[src/aptq_pkg.sv]
// ----------------------------------------------------------------------------
// aptq_pkg: shared types and constants of the aging priority transmit queue
// Entry layout, status codes and register indexes.
// ----------------------------------------------------------------------------
package aptq_pkg;

	localparam int QueueDepth = 16;
	localparam int IdxW = $clog2(QueueDepth);
	localparam int CntW = $clog2(QueueDepth + 1);

	localparam logic [2:0] ST_OK = 3'd0;
	localparam logic [2:0] ST_BAD_ARG = 3'd1;
	localparam logic [2:0] ST_DUPLICATE = 3'd2;
	localparam logic [2:0] ST_FULL = 3'd3;
	localparam logic [2:0] ST_EXHAUSTED = 3'd4;
	localparam logic [2:0] ST_EMPTY = 3'd5;

	localparam logic [2:0] REG_MAX_PRIORITY = 3'd0;
	localparam logic [2:0] REG_AGING_QUANTUM = 3'd1;
	localparam logic [2:0] REG_MAX_PAYLOAD = 3'd2;
	localparam logic [2:0] REG_COMMAND_CLASS = 3'd3;
	localparam logic [2:0] REG_SNAPSHOT_CLASS = 3'd4;
	localparam logic [2:0] REG_EVENT_CLASS = 3'd5;

	localparam logic [63:0] AllOnes64 = '1;

	typedef struct packed {
		logic [63:0] dispatch;
		logic [63:0] serial;
		logic [31:0] size;
		logic [31:0] handle;
		logic [7:0]  prio;
		logic [31:0] sequence_num;
		logic [31:0] epoch;
		logic [15:0] schema;
		logic [7:0]  rclass;
	} entry_t;

	// divider handshake
	typedef struct packed {
		logic        start;
		logic [63:0] dividend;
		logic [15:0] divisor;
	} div_req_t;

endpackage

[src/aptq_div.sv]
// ----------------------------------------------------------------------------
// aptq_div: shared restoring divider
// 64 by 16 bit unsigned division, one quotient bit per cycle.
// ----------------------------------------------------------------------------
module aptq_div (
	input  logic                 clk,
	input  logic                 arst_n,
	input  aptq_pkg::div_req_t   req,
	output logic                 done,
	output logic [63:0]          quotient
);
	import aptq_pkg::*;

	logic [63:0] quo_q;
	logic [16:0] rem_q;
	logic [15:0] dsr_q;
	logic [6:0]  cnt_q;
	logic        busy_q;
	logic [16:0] trial;
	logic [17:0] diff;

	assign trial = {rem_q[15:0], quo_q[63]};
	assign diff = {1'b0, trial} - {2'b00, dsr_q};

	always_ff @(posedge clk or negedge arst_n) begin
		if (!arst_n) begin
			busy_q <= 1'b0;
			cnt_q <= '0;
		end else if (req.start) begin
			busy_q <= 1'b1;
			cnt_q <= 7'd64;
		end else if (busy_q) begin
			cnt_q <= cnt_q - 7'd1;
			if (cnt_q == 7'd1) busy_q <= 1'b0;
		end
	end

	always_ff @(posedge clk) begin
		if (req.start) begin
			quo_q <= req.dividend;
			rem_q <= '0;
			dsr_q <= req.divisor;
		end else if (busy_q) begin
			if (!diff[17]) begin
				rem_q <= diff[16:0];
				quo_q <= {quo_q[62:0], 1'b1};
			end else begin
				rem_q <= trial;
				quo_q <= {quo_q[62:0], 1'b0};
			end
		end
	end

	assign done = busy_q && cnt_q == 7'd1;
	assign quotient = diff[17] ? {quo_q[62:0], 1'b0} : {quo_q[62:0], 1'b1};
endmodule

[config.mk]
export PLATFORM = sky130hd
export DESIGN_NAME = aptq_div
export DESIGN_NICKNAME = d
export VERILOG_FILES = /design/src/aptq_pkg.sv /design/src/aptq_div.sv
export SDC_FILE = /design/constraint.sdc
export NUM_CORES = 1
export LEC_CHECK = 0
export BUFFER_PORTS_ARGS = -buffer_cell sky130_fd_sc_hd__buf_2
export CORE_MARGIN = 2
export CORE_UTILIZATION = 42
export DETAILED_ROUTE_END_ITERATION = 8
export GPL_ROUTABILITY_DRIVEN = 0
export PLACE_DENSITY_LB_ADDON = 0.3
export RECOVER_POWER = 50
export SLEW_MARGIN = 25
export SYNTH_ARGS = -nofsm -noshare
export SYNTH_HDL_FRONTEND = slang
export SYNTH_SLANG_ARGS = --single-unit
[constraint.sdc]
create_clock -name clk -period 3.3 [get_ports clk]
set_input_delay 0.99 -clock clk [delete_from_list [all_inputs] [get_ports clk]]
set_output_delay 0.99 -clock clk [all_outputs]
set_load 0.01 [all_outputs]
==> out/results.tsv <==
stage	metric	value	unit
synthesis	syn_avg_cell_area	12.2	um^2
synthesis	ys_ff_latch	104	
die	core_area	0.0133	mm^2
sta	worst_pin_slew	1.29	ns
sta	finalSetupTns	0	ns
clocking	path_clk_slew	0.07	ns
sta	timing.final.crit_share	0.980	
die	die_y	121	um
critical_path	crit_type	reg -> out	
die	die_w	121	um
die	pin_count	148	
run_status	status	complete, no violations	
hold_path	hp-class	reg -> reg	
global_route	grt_overflow	0	
critical_path	cp.buffers_inverters	3	
pwr	p_switching	1.07	mW
routing	vias	3836	
critical_path	cp-end-kind	output port	
synthesis	yosysMostFrequentCell	edfxtp_1	
synthesis	ys.flop_type	edfxtp_1	
routing	drcViolationCount	0	
sta	finalCriticalPeriod	3.23	ns
clocking	cts_max_level	3	
pwr	report.power.total	3.61	mW
placement	hpwl	8.78	mm
clocking	cts_tree	yes	
clocking	clockBufferDepth	2	
critical_path	crit_chain	inv_1, ha_2, a21oi_2, o21ai_2, or2_4, o211a_4, nor2_8, inv_2, buf_2	
routing	first_pass_iters	4	
cells_and_area	fillers	1225	
placement	place_ws	0.284	ns
synthesis	netlist_top_cells_count	edfxtp_1, mux2_2, buf_4	
synthesis	ys_seq_area_frac	0.508	
synthesis	synthArstFlopShare	0.0769	
critical_path	startpoint_type	register	
die	rows	42	
placement	io_buffers	147	
synthesis	synth_edf_count	80	
sta	hold_viol_final	0	
cells_and_area	n_antenna_cell	0	
clocking	cts_made_buffers	9	
cells_and_area	final_cell_area	0.00649	mm^2
job	maxCapViolCount	0	
critical_path	crit_fanout	6	
synthesis	synthCells	470	
synthesis	synth.area.top_cells	edfxtp_1, mux2_2, buf_4	
synthesis	syn_nets	572	
synthesis	synth_area_leader_cell	edfxtp_1	
critical_path	path_delay_family	compound AO/OA/AOI/OAI gates	
sta	relSlewSlack	0.138	
pwr	p_int	2.53	mW
die	start_util	0.433	
pwr	ir_worst_vdd	0.456	mV
synthesis	synth_top_area_frac	0.418	
sta	finalSetupViolations	0	
global_route	grt_pass1_wl	19.6	mm
die	dieArea	0.0146	mm^2
routing	wl	12.2	mm
critical_path	slowest_stage	edfxtp_1	
cells_and_area	nets	662	
sta	finalWorstSetupSlack	0.0654	ns
sta	finClkSkew	0.00800	ns
pwr	pwr-share-comb	0.239	
pwr	leakagePower	2.62	nW
cells_and_area	area_delta_synth_final	12.9	%
clocking	cts-root-buf	clkbuf_16	
pwr	power.density	555	mW/mm^2
critical_path	cp_data_required_time	2.31	ns
clocking	clk_latency	0.35	ns
global_route	grt_usage	0.172	
clocking	clock_sinks	104	
sta	finalMaxSlewViolations	0	
synthesis	synth_area	0.00575	mm^2
routing	wl_per_cell	16.5	um
cells_and_area	drive_above_1_share	0.358	
placement	place_area	0.00621	mm^2
routing	drt.antenna.violating_nets	0	
global_route	grt_start_max_net_pins	65	
routing	drt_iter0_drc	286	
pwr	p_clk_frac	0.277	
global_route	first_global_vias	3961	
critical_path	critical_path.max_stage_delay	0.36	ns
pwr	sw_frac_of_total	0.297	
synthesis	yosysUniqueCellTypes	57	
critical_path	critPathArrivalTime	2.24	ns
global_route	antenna_found_initial	0	
synthesis	yosysWarnings	0	
sta	fmax	309	MHz
routing	viasPerCell	5.18	
clocking	postCtsHoldBufs	0	
pwr	seqPwrFrac	0.484	
sequential cells by signal, summed over array words and instances (netlist names):
register,count
busy_q,1
quo_q,64
cnt_q,7
dsr_q,16
rem_q,16
per-layer routing:
layer / up-vias / wire [um] / part of all wire / track usage
met5: - / 0 / 0 / 0
met4: 0 / 239 / 0.020 / 0.0596
met3: 19 / 1040 / 0.085 / 0.0728
met2: 143 / 5800 / 0.47 / 0.276
met1: 1843 / 5140 / 0.42 / 0.207
li1: 1831 / - / - / -
layout by cell type (no fill, tap or decap), types with 4 or more instances in the layout:
| cell type | n |
|---|---|
| nand3_1 | 5 |
| a211oi_1 | 4 |
| a311oi_1 | 5 |
| clkbuf_1 | 63 |
| mux2_2 | 65 |
| o211ai_1 | 4 |
| edfxtp_1 | 80 |
| inv_1 | 22 |
| buf_4 | 12 |
| o21ai_0 | 6 |
| ha_1 | 13 |
| xor2_1 | 10 |
| a21o_1 | 7 |
| nand2b_1 | 6 |
| nand4_1 | 9 |
| buf_2 | 85 |
| nor2_1 | 24 |
| o21ai_1 | 7 |
| clkbuf_16 | 9 |
| nor3_1 | 6 |
| nand2_1 | 18 |
| dfrtp_1 | 8 |
| dfxtp_1 | 16 |
| xnor2_1 | 8 |
| a21oi_1 | 11 |
stage by stage:
step                       util  instances  hold WS (ns)
after floorplan               -        470         0.452
after global placement    0.467        719         0.481
after detailed placement  0.467        719         0.493
after CTS                 0.490        737         0.463
after global routing      0.489        741         0.543
final                     0.489        741         0.512
final cells by class:
type / count / area [um^2] / area share
Timing Repair Buffer: 161 / 764 / 0.118
Tap cell: 176 / 220 / 0.0339
Multi-Input combinational cell: 260 / 2230 / 0.343
Sequential cell: 104 / 2920 / 0.450
Clock buffer: 10 / 229 / 0.0353
Inverter: 24 / 90.1 / 0.0139
Clock inverter: 6 / 40.0 / 0.00616
timing repair:
| action | CTS | global route |
|---|---|---|
| pin swaps | 2 | 3 |
| buffers inserted | 2 | 4 |
| gates resized for setup | 4 | 7 |
| setup endpoints to repair | 1 | 1 |
worst min-delay path, stage by stage, from the launching register on:
cell and delay (ns):
dfrtp_1 0.35, xor2_1 0.07, nand2b_1 0.06
path summary, 6_finish.rpt:
| kind | start | to | slack, ns | cells past startpoint |
|---|---|---|---|---|
| worst max-delay path | dsr_q[8]$_DFFE_PP_ | quotient[0] | 0.07 | 9 |
| max in group asynchronous | arst_n | cnt_q[3]$_DFFE_PN0P_ | 2.45 | 1 |
| worst max register to register | quo_q[63]$_DFFE_PP_ | rem_q[12]$_SDFFE_PP0P_ | 0.74 | 10 |
| worst min-delay path | cnt_q[6]$_DFFE_PN0P_ | cnt_q[6]$_DFFE_PN0P_ | 0.51 | 2 |
| worst min register to register | cnt_q[6]$_DFFE_PN0P_ | cnt_q[6]$_DFFE_PN0P_ | 0.51 | 2 |
| min in group asynchronous | arst_n | cnt_q[6]$_DFFE_PN0P_ | 0.55 | 1 |
power by group through the flow:
stage / clock network, mW / registers [mW] / logic [mW]
final: 0.998 / 1.75 / 0.861
after global routing: 1.08 / 1.77 / 0.955
after CTS: 1.04 / 1.74 / 0.879
after detailed placement: 0 / 1.77 / 0.865
after global placement: 0 / 1.76 / 0.850
after floorplan: 0 / 1.73 / 0.743
kinds of logic (layout without fill, tap and decap cells):
family                   after synthesis  count (layout)  synth area share
AO/OA/AOI/OAI                         76              76             0.105
XOR/XNOR                              18              18            0.0274
adder cells (fa/ha/maj)               19              19            0.0426
buffers and inverters                106             201             0.114
flip-flops                           104             104             0.508
multiplexers                          65              65             0.127
AND/OR/NAND/NOR                       82              82            0.0748
Note: power is estimated with default switching activity, not from simulation.
